**src/dpf_pkg.sv**
```systemverilog
// Shared types and constants for the delta pack with fallback block.
// Used by every module under src; depends on nothing else.
`timescale 1ns / 1ps

package dpf_pkg;

  // Fixed field widths
  localparam int SAMPLE_W = 32;
  localparam int HALF_W   = 16;
  localparam int WCNT_W   = 7;

  // Default block depth
  localparam int MAX_SAMPLES_DEF = 64;

  // Sequencer states
  typedef enum logic [1:0] {
    ST_LOAD,
    ST_ISSUE,
    ST_PROC
  } state_e;

  // Result of the shared difference unit
  typedef struct packed {
    logic [HALF_W-1:0] lo;
    logic              in_range;
  } diff_res_t;

endpackage

```
**src/delta_pack_with_fallback_core.sv**
```systemverilog
// Top level of the delta pack with fallback block.
// Instantiates dpf_sample_mem, dpf_diff_unit and dpf_ctrl; uses dpf_pkg.
//
//   channel | direction | handshake               | payload
//   --------+-----------+-------------------------+------------------------------------
//   in      | input     | in_valid_i / in_stall_o | sample_i, last_i
//   out     | output    | out_valid_o/out_stall_i | word_o, raw_mode_o, total_words_o,
//           |           |                         | last_word_o
//
// Each input sample is written through the buffer's write port.
// After the closing sample, each buffered sample takes a buffer read
// (ST_ISSUE) and a pass through the shared difference unit (ST_PROC),
// plus any output stall; a packed word goes out on every second sample,
// a raw word on every sample.
// Reset clears the sequencer, fill level and output valid; the buffer needs
// no clearing. No input transaction is accepted while a block is emitted.
`timescale 1ns / 1ps

module delta_pack_with_fallback_core
  import dpf_pkg::*;
#(
  parameter int MAX_SAMPLES = MAX_SAMPLES_DEF
) (
  input  logic                clk_i,
  input  logic                rst_ni,
  input  logic                in_valid_i,
  output logic                in_stall_o,
  input  logic [SAMPLE_W-1:0] sample_i,
  input  logic                last_i,
  output logic                out_valid_o,
  input  logic                out_stall_i,
  output logic [SAMPLE_W-1:0] word_o,
  output logic                raw_mode_o,
  output logic [WCNT_W-1:0]   total_words_o,
  output logic                last_word_o
);

  localparam int AW = $clog2(MAX_SAMPLES);
  localparam int CW = $clog2(MAX_SAMPLES + 1);

  logic                mem_we;
  logic [AW-1:0]       mem_waddr;
  logic [SAMPLE_W-1:0] mem_wdata;
  logic                mem_re;
  logic [AW-1:0]       mem_raddr;
  logic [SAMPLE_W-1:0] mem_rdata;
  logic [SAMPLE_W-1:0] opa;
  logic [SAMPLE_W-1:0] opb;
  diff_res_t           diff_res;

  // Sample buffer
  dpf_sample_mem #(
    .DEPTH (MAX_SAMPLES),
    .AW    (AW)
  ) u_mem (
    .clk_i   (clk_i),
    .we_i    (mem_we),
    .waddr_i (mem_waddr),
    .wdata_i (mem_wdata),
    .re_i    (mem_re),
    .raddr_i (mem_raddr),
    .rdata_o (mem_rdata)
  );

  // Shared difference unit
  dpf_diff_unit u_diff (
    .opa_i (opa),
    .opb_i (opb),
    .res_o (diff_res)
  );

  // Sequencer and output register
  dpf_ctrl #(
    .MAX_SAMPLES (MAX_SAMPLES),
    .AW          (AW),
    .CW          (CW)
  ) u_ctrl (
    .clk_i         (clk_i),
    .rst_ni        (rst_ni),
    .in_valid_i    (in_valid_i),
    .in_stall_o    (in_stall_o),
    .sample_i      (sample_i),
    .last_i        (last_i),
    .out_valid_o   (out_valid_o),
    .out_stall_i   (out_stall_i),
    .word_o        (word_o),
    .raw_mode_o    (raw_mode_o),
    .total_words_o (total_words_o),
    .last_word_o   (last_word_o),
    .mem_we_o      (mem_we),
    .mem_waddr_o   (mem_waddr),
    .mem_wdata_o   (mem_wdata),
    .mem_re_o      (mem_re),
    .mem_raddr_o   (mem_raddr),
    .mem_rdata_i   (mem_rdata),
    .opa_o         (opa),
    .opb_o         (opb),
    .diff_i        (diff_res)
  );

endmodule

```
**src/dpf_sample_mem.sv**
```systemverilog
// Sample buffer: one write port, one read port with registered read data.
// Depends on dpf_pkg for the sample width.
`timescale 1ns / 1ps

module dpf_sample_mem
  import dpf_pkg::*;
#(
  parameter int DEPTH = MAX_SAMPLES_DEF,
  parameter int AW    = $clog2(DEPTH)
) (
  input  logic                clk_i,
  input  logic                we_i,
  input  logic [AW-1:0]       waddr_i,
  input  logic [SAMPLE_W-1:0] wdata_i,
  input  logic                re_i,
  input  logic [AW-1:0]       raddr_i,
  output logic [SAMPLE_W-1:0] rdata_o
);

  logic [SAMPLE_W-1:0] mem_q [DEPTH];
  logic [SAMPLE_W-1:0] rdata_q;

  // Write the incoming sample
  always_ff @(posedge clk_i) begin
    if (we_i) begin
      mem_q[waddr_i] <= wdata_i;
    end
  end

  // Read and hold until the next read
  always_ff @(posedge clk_i) begin
    if (re_i) begin
      rdata_q <= mem_q[raddr_i];
    end
  end

  assign rdata_o = rdata_q;

endmodule

```
**src/dpf_diff_unit.sv**
```systemverilog
// Shared difference unit: exact 33-bit difference of two signed samples,
// its low half and a 16-bit range check. Depends on dpf_pkg.
`timescale 1ns / 1ps

module dpf_diff_unit
  import dpf_pkg::*;
(
  input  logic signed [SAMPLE_W-1:0] opa_i,
  input  logic signed [SAMPLE_W-1:0] opb_i,
  output diff_res_t                  res_o
);

  logic signed [SAMPLE_W:0] diff;

  // Subtract at one extra bit so the result never wraps
  assign diff = {opa_i[SAMPLE_W-1], opa_i} - {opb_i[SAMPLE_W-1], opb_i};

  // In range when all bits above the half's sign bit match it
  assign res_o.in_range = (&diff[SAMPLE_W:HALF_W-1]) | ~(|diff[SAMPLE_W:HALF_W-1]);
  assign res_o.lo       = diff[HALF_W-1:0];

endmodule

```
**src/dpf_ctrl.sv**
```systemverilog
// Sequencer for loading a block and emitting packed or raw words.
// Drives the sample buffer and the shared difference unit; uses dpf_pkg.
`timescale 1ns / 1ps

module dpf_ctrl
  import dpf_pkg::*;
#(
  parameter int MAX_SAMPLES = MAX_SAMPLES_DEF,
  parameter int AW          = $clog2(MAX_SAMPLES),
  parameter int CW          = $clog2(MAX_SAMPLES + 1)
) (
  input  logic                clk_i,
  input  logic                rst_ni,
  // input channel
  input  logic                in_valid_i,
  output logic                in_stall_o,
  input  logic [SAMPLE_W-1:0] sample_i,
  input  logic                last_i,
  // output channel
  output logic                out_valid_o,
  input  logic                out_stall_i,
  output logic [SAMPLE_W-1:0] word_o,
  output logic                raw_mode_o,
  output logic [WCNT_W-1:0]   total_words_o,
  output logic                last_word_o,
  // sample buffer
  output logic                mem_we_o,
  output logic [AW-1:0]       mem_waddr_o,
  output logic [SAMPLE_W-1:0] mem_wdata_o,
  output logic                mem_re_o,
  output logic [AW-1:0]       mem_raddr_o,
  input  logic [SAMPLE_W-1:0] mem_rdata_i,
  // difference unit
  output logic [SAMPLE_W-1:0] opa_o,
  output logic [SAMPLE_W-1:0] opb_o,
  input  diff_res_t           diff_i
);

  state_e state_q, state_d;

  logic [CW-1:0]       fill_q;
  logic                range_q;
  logic [CW-1:0]       n_q;
  logic                raw_q;
  logic [CW-1:0]       j_q;
  logic [SAMPLE_W-1:0] prev_q;
  logic [HALF_W-1:0]   lo_q;

  logic                out_valid_q;
  logic [SAMPLE_W-1:0] out_word_q;
  logic                out_raw_q;
  logic [WCNT_W-1:0]   out_cnt_q;
  logic                out_last_q;

  logic                in_acc;
  logic                blk_end;
  logic                range_d;
  logic                out_free;
  logic                j_last;
  logic                emit_need;
  logic                adv;
  logic                out_load;
  logic [SAMPLE_W-1:0] word_d;
  logic [WCNT_W-1:0]   cnt_d;

  // Decode handshake and block boundaries
  assign in_acc    = in_valid_i & ~in_stall_o;
  assign blk_end   = last_i | (fill_q == CW'(MAX_SAMPLES - 1));
  assign range_d   = range_q | ((fill_q != '0) & ~diff_i.in_range);
  assign out_free  = ~out_valid_q | ~out_stall_i;
  assign j_last    = (j_q == n_q - CW'(1));
  assign emit_need = raw_q | (j_q == '0) | ~j_q[0] | j_last;
  assign adv       = (state_q == ST_PROC) & (~emit_need | out_free);
  assign out_load  = adv & emit_need;

  // Select the emitted word
  always_comb begin
    if (raw_q || (j_q == '0)) begin
      word_d = mem_rdata_i;
    end else if (j_q[0]) begin
      word_d = {{HALF_W{1'b0}}, diff_i.lo};
    end else begin
      word_d = {diff_i.lo, lo_q};
    end
    if (raw_q) begin
      cnt_d = WCNT_W'(n_q);
    end else begin
      cnt_d = WCNT_W'(n_q >> 1) + WCNT_W'(1);
    end
  end

  // Next state
  always_comb begin
    state_d = state_q;
    unique case (state_q)
      ST_LOAD: begin
        if (in_acc && blk_end) state_d = ST_ISSUE;
      end
      ST_ISSUE: begin
        state_d = ST_PROC;
      end
      ST_PROC: begin
        if (adv) state_d = j_last ? ST_LOAD : ST_ISSUE;
      end
      default: state_d = ST_LOAD;
    endcase
  end

  // Sequencer outputs
  always_comb begin
    in_stall_o  = 1'b1;
    mem_re_o    = 1'b0;
    opa_o       = mem_rdata_i;
    unique case (state_q)
      ST_LOAD: begin
        in_stall_o = 1'b0;
        opa_o      = sample_i;
      end
      ST_ISSUE: begin
        mem_re_o = 1'b1;
      end
      ST_PROC: begin
        opa_o = mem_rdata_i;
      end
      default: begin
        in_stall_o = 1'b1;
      end
    endcase
  end

  assign opb_o       = prev_q;
  assign mem_we_o    = in_acc;
  assign mem_waddr_o = fill_q[AW-1:0];
  assign mem_wdata_o = sample_i;
  assign mem_raddr_o = j_q[AW-1:0];

  // Advance the state register
  always_ff @(posedge clk_i or negedge rst_ni) begin
    if (!rst_ni) begin
      state_q <= ST_LOAD;
    end else begin
      state_q <= state_d;
    end
  end

  // Track fill level, range flag and emission index
  always_ff @(posedge clk_i or negedge rst_ni) begin
    if (!rst_ni) begin
      fill_q  <= '0;
      range_q <= 1'b0;
      n_q     <= '0;
      raw_q   <= 1'b0;
      j_q     <= '0;
    end else if (in_acc) begin
      if (blk_end) begin
        fill_q  <= '0;
        range_q <= 1'b0;
        n_q     <= fill_q + CW'(1);
        raw_q   <= range_d;
        j_q     <= '0;
      end else begin
        fill_q  <= fill_q + CW'(1);
        range_q <= range_d;
      end
    end else if (adv) begin
      j_q <= j_q + CW'(1);
    end
  end

  // Hold the previous sample and the pending low half
  always_ff @(posedge clk_i) begin
    if (in_acc) begin
      prev_q <= sample_i;
    end else if (adv) begin
      prev_q <= mem_rdata_i;
      if (j_q[0]) lo_q <= diff_i.lo;
    end
  end

  // Output register: drop on acceptance, load when free
  always_ff @(posedge clk_i or negedge rst_ni) begin
    if (!rst_ni) begin
      out_valid_q <= 1'b0;
    end else if (out_load) begin
      out_valid_q <= 1'b1;
    end else if (!out_stall_i) begin
      out_valid_q <= 1'b0;
    end
  end

  always_ff @(posedge clk_i) begin
    if (out_load) begin
      out_word_q <= word_d;
      out_raw_q  <= raw_q;
      out_cnt_q  <= cnt_d;
      out_last_q <= j_last;
    end
  end

  assign out_valid_o   = out_valid_q;
  assign word_o        = out_word_q;
  assign raw_mode_o    = out_raw_q;
  assign total_words_o = out_cnt_q;
  assign last_word_o   = out_last_q;

  // Fill level never reaches the depth while loading
  a_fill_bound: assert property (@(posedge clk_i) disable iff (!rst_ni)
    fill_q < CW'(MAX_SAMPLES))
    else $error("fill level out of range");

  // Emission index stays inside the block
  a_index_bound: assert property (@(posedge clk_i) disable iff (!rst_ni)
    (state_q != ST_LOAD) |-> ((n_q != '0) && (j_q < n_q)))
    else $error("emission index beyond block");

  // Final word returns the sequencer to loading
  a_last_to_load: assert property (@(posedge clk_i) disable iff (!rst_ni)
    (out_load && j_last) |=> (state_q == ST_LOAD))
    else $error("block did not close after final word");

  // Output word only loads when the register is free
  a_no_overwrite: assert property (@(posedge clk_i) disable iff (!rst_ni)
    (out_valid_q && out_stall_i) |-> !out_load)
    else $error("output register overwritten while stalled");

endmodule
```
**config.mk**
```make
export PLATFORM = sky130hd
export DESIGN_NAME = delta_pack_with_fallback_core
export DESIGN_NICKNAME = d
export VERILOG_FILES = /design/src/dpf_pkg.sv /design/src/delta_pack_with_fallback_core.sv /design/src/dpf_sample_mem.sv /design/src/dpf_diff_unit.sv /design/src/dpf_ctrl.sv
export SDC_FILE = /design/constraint.sdc
export NUM_CORES = 2
export LEC_CHECK = 0
export BUFFER_PORTS_ARGS = -buffer_cell sky130_fd_sc_hd__buf_2
export CAP_MARGIN = 5
export CORE_MARGIN = 1.5
export CORE_UTILIZATION = 55
export DETAILED_ROUTE_END_ITERATION = 7
export PLACE_DENSITY = 0.74
export SLEW_MARGIN = 20
export SYNTH_ARGS = -nofsm -noshare
export SYNTH_HDL_FRONTEND = slang
export SYNTH_SLANG_ARGS = --single-unit
```
**constraint.sdc**
```tcl
create_clock -name clk_i -period 4.3 [get_ports clk_i]
set_input_delay 0.43 -clock clk_i [delete_from_list [all_inputs] [get_ports clk_i]]
set_output_delay 0.43 -clock clk_i [all_outputs]
set_load 0.02 [all_outputs]
```
* After elaboration in Yosys (flattened, before gate mapping) *
Memories as Yosys holds them, arrays and structs flattened. A register that Yosys moved wholly into a read port is not among the register bits.
Cells that the tools add are included.

operators by class
  $add $sub $neg = 5
  $mul = 0
  divide/modulo/power cells = 0
  $lt $le $gt $ge = 0
  eq/ne operators = 8
  shift operators = 0
  muxes and demuxes = 21
  bitwise logic cells = 19
  reduce and logical (&&, ||, !) cells = 12

operators with widths
  cell                 number
  $mux 32              5
  $mux 7               5
  $sub 32x32->33       1
  $reduce_and 18->1    1
  $reduce_or 18->1     1
  $add 7x1->7 const B  2
  $mux 1               8
  $or 1x1->1           8
  $add 6x1->7 const B  1
  $eq 7x6->1 const B   1
  $eq 7x7->1           1
  $logic_not 7->1      1
  $not 1->1            7
  $reduce_bool 7->1    1
  $sub 7x1->7 const B  1
  $pmux 2 s3           1
  $reduce_and 2->1     3
  $and 1x1->1          4
  $mux 2               2
  $ne 2x1->1 const B   2
  $ne 2x2->1 const B   2
  $reduce_and 3->1     1
  $eq 2x1->1 const B   1
  $eq 2x2->1 const B   1
  other kinds (4)      4

word-level totals
  register bits = 115
  bits in latches = 0
  memory bits (writable) = 2,048
  bits in read-only memories = 0
  input bits = 37
  word-level logic and storage cells = 79
  memories = 1

memory list
  name         words  bits a word  read ports  clocked after Yosys merged registers in  write ports  line                  text
  u_mem.mem_q  64     32           1           1                                        1            dpf_sample_mem.sv:20  logic [SAMPLE_W-1:0] mem_q [DEPTH];

* Logic depth before layout (Yosys ltp) *
  depth after elaboration = 10
  gate-level depth with buffers = 16
  mapped depth without buffers = 15

* Hierarchy *
Synthesis repeated with hierarchy kept, for this count alone.

second synthesis, totals
  cell total of the unflattened synthesis = 4,152
  area, all modules = 87,018.5 um^2

modules (own cells, without submodules)
  module          instances  cells an instance  area an instance (um^2)  seq. area each (um^2)
  dpf_sample_mem  1          3,324              78,835.6                 62,459.9
  dpf_ctrl        1          505                6,029.5                  3,323.2
  dpf_diff_unit   1          323                2,153.3                  0.0

* Least setup slack after synthesis *
No wires, ideal clock.

  kind = register to register
  start = register u_ctrl.state_q[0]
  end = register u_ctrl.range_q
  library setup time = 0.138 ns
  data arrival time = 4.322 ns
  setup slack = -0.160 ns
  stages on the path, launching flop included = 16
  buffers on the path = 1
  clock period less this slack = 4.460 ns
  cells stage by stage = dfrtp_1 -> nor2_1 -> clkbuf_1 -> mux2_2 -> ha_1 -> and2_4 -> a221oi_2 -> a21oi_2 -> o211ai_1 -> or3b_1 -> xnor2_1 -> or4_1 -> or3_1 -> nor4_1 -> a41o_1 -> o41ai_1

between the ends
  cells in the longest elaborated chain, start to end = 10
  elaborated cells between the ends (all ways) = 12
  classes of those cells = add/sub (1); mux (2); bitwise (6); reduce/logical (3)

RTL lines
  what                    line                 text
  start, declared         dpf_ctrl.sv:39       state_e state_q, state_d;
  start signal, assigned  dpf_ctrl.sv:142      state_q <= state_d;
  $logic_not 2->1 *       dpf_ctrl.sv:114      unique case (state_q)
  $mux 32                 dpf_ctrl.sv:114
  $sub 32x32->33          dpf_diff_unit.sv:16  assign diff = {opa_i[SAMPLE_W-1], opa_i} - {opb_i[SAMPLE_W-1], opb_i};
  $reduce_or 18->1        dpf_diff_unit.sv:19  assign res_o.in_range = (&diff[SAMPLE_W:HALF_W-1]) | ~(|diff[SAMPLE_W:HALF_W-1]);
  $not 1->1               dpf_diff_unit.sv:19
  $or 1x1->1              dpf_diff_unit.sv:19
  $not 1->1               dpf_ctrl.sv:69       assign range_d = range_q | ((fill_q != '0) & ~diff_i.in_range);
  $and 1x1->1             dpf_ctrl.sv:69
  $or 1x1->1              dpf_ctrl.sv:69
  $mux 1                  dpf_ctrl.sv:155      if (blk_end) begin
  end signal, assigned    dpf_ctrl.sv:163      range_q <= range_d;
  end, declared           dpf_ctrl.sv:42       logic range_q;

Every way passes the cells marked *; elsewhere a longest branch is shown, timed or not.
A chain may end at the register's enable or synchronous reset.

* Worst setup path after layout *
Ends and elaborated chain as after synthesis.

==> flow_summary.ini <==
[floorplanning]
die_h_um = 399
core_area_um2 = 156000
dieArea_um2 = 159000
num_rows = 145
initial_core_util = 0.553
die_x_um = 399
ios = 80

[placed_design]
dp_hpwl_um = 131000
place_area_um2 = 91600
portBuffers = 79
place.gp.congestion = 0.918

[final_layout]
multiInputGateArea_um2 = 20300
design_area_um2 = 98700
fin_nets = 4303
fillers = 9999
area_delta_synth_final_pct = 14.4
layout-drive-gt1-share = 0.338
seq_area_um2 = 65800

[sta]
final.period_utilization = 1.02
fmax_mhz = 229
fin_crit_ps = 4370
slew_violations = 0
setup_viol = 2
slew_headroom = 0.154
fin_skew_ps = 33.5
setup_slack_ps = -70.5
worstMarginPinSlew_ps = 1250
finalHoldViolations = 0
rsz0062_at_grt = true
holdWs_ps = 150

[synth]
synth_top_area_frac = 0.755
synthTopCellsByArea = edfxtp_1 76%, mux4_2 18%, nand2_1 0.81%
syn_nets = 3911
ys_ff_latch = 2195
synth_area_leader_cell = edfxtp_1
synth.avg_cell_area_um2 = 22.5
ys_seq_area_frac = 0.763
yosysUniqueCellTypes = 66
yosys_warnings = 0
synth_area_um2 = 86200
synth_ff_type = edfxtp_1
synth-edff-count = 2169
synthesis.instances = 3833
async_flop_share = 0.0118

[worst_setup_path]
cp.arrival_ps = 5050
start_kind = register
cp_top_family = compound AO/OA/AOI/OAI gates
crit_type = reg2reg
cp_num_buf_inv = 4
slowest_stage = dfrtp_1
cpPeakStageDelay_ps = 410
cp.required_ps = 4980
critPathCaptureType = register
worstPathCellList = nor2_4 > buf_12 > buf_12 > mux2_2 > ha_1 > buf_4 > a21oi_1 > o21ai_0 > a221oi_1 > o31ai_2 > a211oi_2 > buf_4 > o221ai_1 > xnor2_2 > nor4bb_4 > a41o_2 > o41ai_2
path_max_fanout = 13

[global_routing]
grt_pass1_vias = 43100
grt_use_total = 0.290
grt_max_degree = 91
top_usage_layer = met2
antenna_found_initial = 31
grt_pass1_wl_um = 319000
grt_overflow = 0
met2_usage = 0.455
grt_use_met1 = 0.402
grt_util_met3 = 0.0781

[power_and_ir_drop]
p_per_area_nw_per_um2 = 611
vdd_drop_max_mv = 0.589
p_leak_nw = 30.9

[clock_tree]
tritoncts.num_buffers = 207
cts.path.max_buffers = 3
cts_root_buf = clkbuf_16
tritoncts = yes
cts.clk_slew.worst_paths_ps = 60
clock-sinks = 2195
h-tree-depth = 4
clock_latency_ps = 860

[routing]
routed_via_density = 6.67
vias = 43100
routed_wl_um = 227000
drt-pass1-iter-count = 6
ant_nets = 0
avgRoutedWirePerCell_um = 35.1
drt-initial-drc-count = 5884
drc = 0

[outcome]
outcome = complete, but fails checks
violations = setup timing

[job]
drv_cap = 0

[hold_path]
hp-class = in2reg
[what timing repair did]
action,4_1_cts,5_1_grt
resized for setup,21,43
cloned,1,0
hold buffers,11,0
buffers inserted,4,2
endpoints found under the hold margin,48,0
pin swaps,9,20
setup endpoints to repair,2,2
[flip-flops by register name (all words and copies together), names as in the netlist]
register	count
u_mem.mem_q	2048
u_ctrl.out_valid_o	1
u_ctrl.range_q	1
u_ctrl.word_o	32
u_ctrl.raw_mode_o	1
u_ctrl.opb_o	32
u_ctrl.total_words_o	7
u_ctrl.lo_q	16
u_ctrl.n_q	7
u_ctrl.state_q	2
u_ctrl.raw_q	1
u_ctrl.j_q	7
u_mem.rdata_o	32
u_ctrl.last_word_o	1
u_ctrl.fill_q	7
[placed cells by master (no fill, tap or decap), drive strengths merged, types with 4 or more instances in the layout]
cell | synthesis | final
nand2 | 187 | 187
o21a | 7 | 7
nor3 | 10 | 10
ha | 40 | 40
mux2i | 19 | 19
xor2 | 18 | 18
a21oi | 39 | 39
bufinv | 0 | 12
mux4 | 672 | 672
a211oi | 4 | 4
nor4 | 7 | 7
o31ai | 10 | 10
diode | 0 | 4
clkinvlp | 0 | 8
a22o | 13 | 13
or3 | 6 | 6
dfrtp | 26 | 26
buf | 79 | 369
o21ai | 63 | 63
clkbuf | 118 | 258
inv | 55 | 61
nand3 | 18 | 18
mux2 | 32 | 32
a21o | 15 | 15
xnor2 | 24 | 24
edfxtp | 2169 | 2169
nor2b | 10 | 10
nand2b | 6 | 6
and2 | 7 | 7
dlygate4sd3 | 0 | 11
clkinv | 0 | 102
nor2 | 115 | 115
o31a | 4 | 4
nand4 | 11 | 11
[layout make-up]
type                            count  share of cell area
Antenna cell                        4            0.000101
Timing Repair Buffer              380              0.0330
Tap cell                         2058              0.0261
Multi-Input combinational cell   1386               0.206
Clock inverter                    128              0.0102
Inverter                           55             0.00209
Sequential cell                  2195               0.667
Clock buffer                      258              0.0557
[worst paths after layout]
check                                   end         startpoint  slack (ps)  depth (start not counted)
max                          u_ctrl.range_q  u_ctrl.state_q[0]         -70                         17
min                        u_ctrl.fill_q[0]         in_valid_i         150                          4
max reg2reg                  u_ctrl.range_q  u_ctrl.state_q[0]         -70                         17
min reg2reg                 u_ctrl.opb_o[4]   u_mem.rdata_o[4]         560                          2
max in group asynchronous     u_ctrl.j_q[1]             rst_ni        3410                          2
min in group asynchronous     u_ctrl.n_q[1]             rst_ni         310                          2
[kinds of logic after synthesis]
logic type,synth area share
multiplexers,0.182
AND/OR/NAND/NOR,0.0199
AO/OA/AOI/OAI,0.0139
flip-flops,0.763
adder cells (fa/ha/maj),0.00604
buffers and inverters,0.0110
XOR/XNOR,0.00427
[where the power goes]
part / switching (mW) / total (mW) / internal [mW]
Clock: 7.82 / 17.6 / 9.78
Sequential: 0.482 / 25.1 / 24.6
Combinational: 9.44 / 17.6 / 8.20
Total: 17.7 / 60.3 / 42.6
[synthesized netlist by cell type (all sizes together), types with 18 or more instances]
cell,n
a21oi,39
clkbuf,118
xor2,18
nor2,115
mux4,672
o21ai,63
dfrtp,26
inv,55
mux2,32
xnor2,24
buf,79
ha,40
nand3,18
mux2i,19
nand2,187
edfxtp,2169
[worst register-to-register path, delay by kind of cell (launching register included)]
kind | cells | cell delay (ps)
XOR/XNOR | 1 | 300
AND/OR/NAND/NOR | 2 | 510
AO/OA/AOI/OAI | 8 | 1730
flip-flops | 1 | 410
multiplexers | 1 | 350
adder cells (fa/ha/maj) | 1 | 290
buffers and inverters | 4 | 630
[per-stage QoR]
stage | total power [mW] | worst slack [ps] | setup TNS [ps] | instances | util
floorplan | 35.9 | 48.5 | 0 | 3833 | -
global placement | 42.2 | -197 | -369 | 6056 | 0.588
detailed placement | 42.3 | -272 | -522 | 6056 | 0.588
CTS | 60.1 | 26.3 | 0 | 6458 | 0.632
global route | 62.3 | -173 | -339 | 6460 | 0.633
finish | 60.3 | -70.5 | -130 | 6464 | 0.633
[layer usage]
layer	vias to the layer above	wire length [µm]
met1	22900	84400
met3	468	26400
met4	20	7410
met5	-	152
li1	17000	-
met2	2815	109000
No activity file was read; power rests on OpenSTA's default activity.
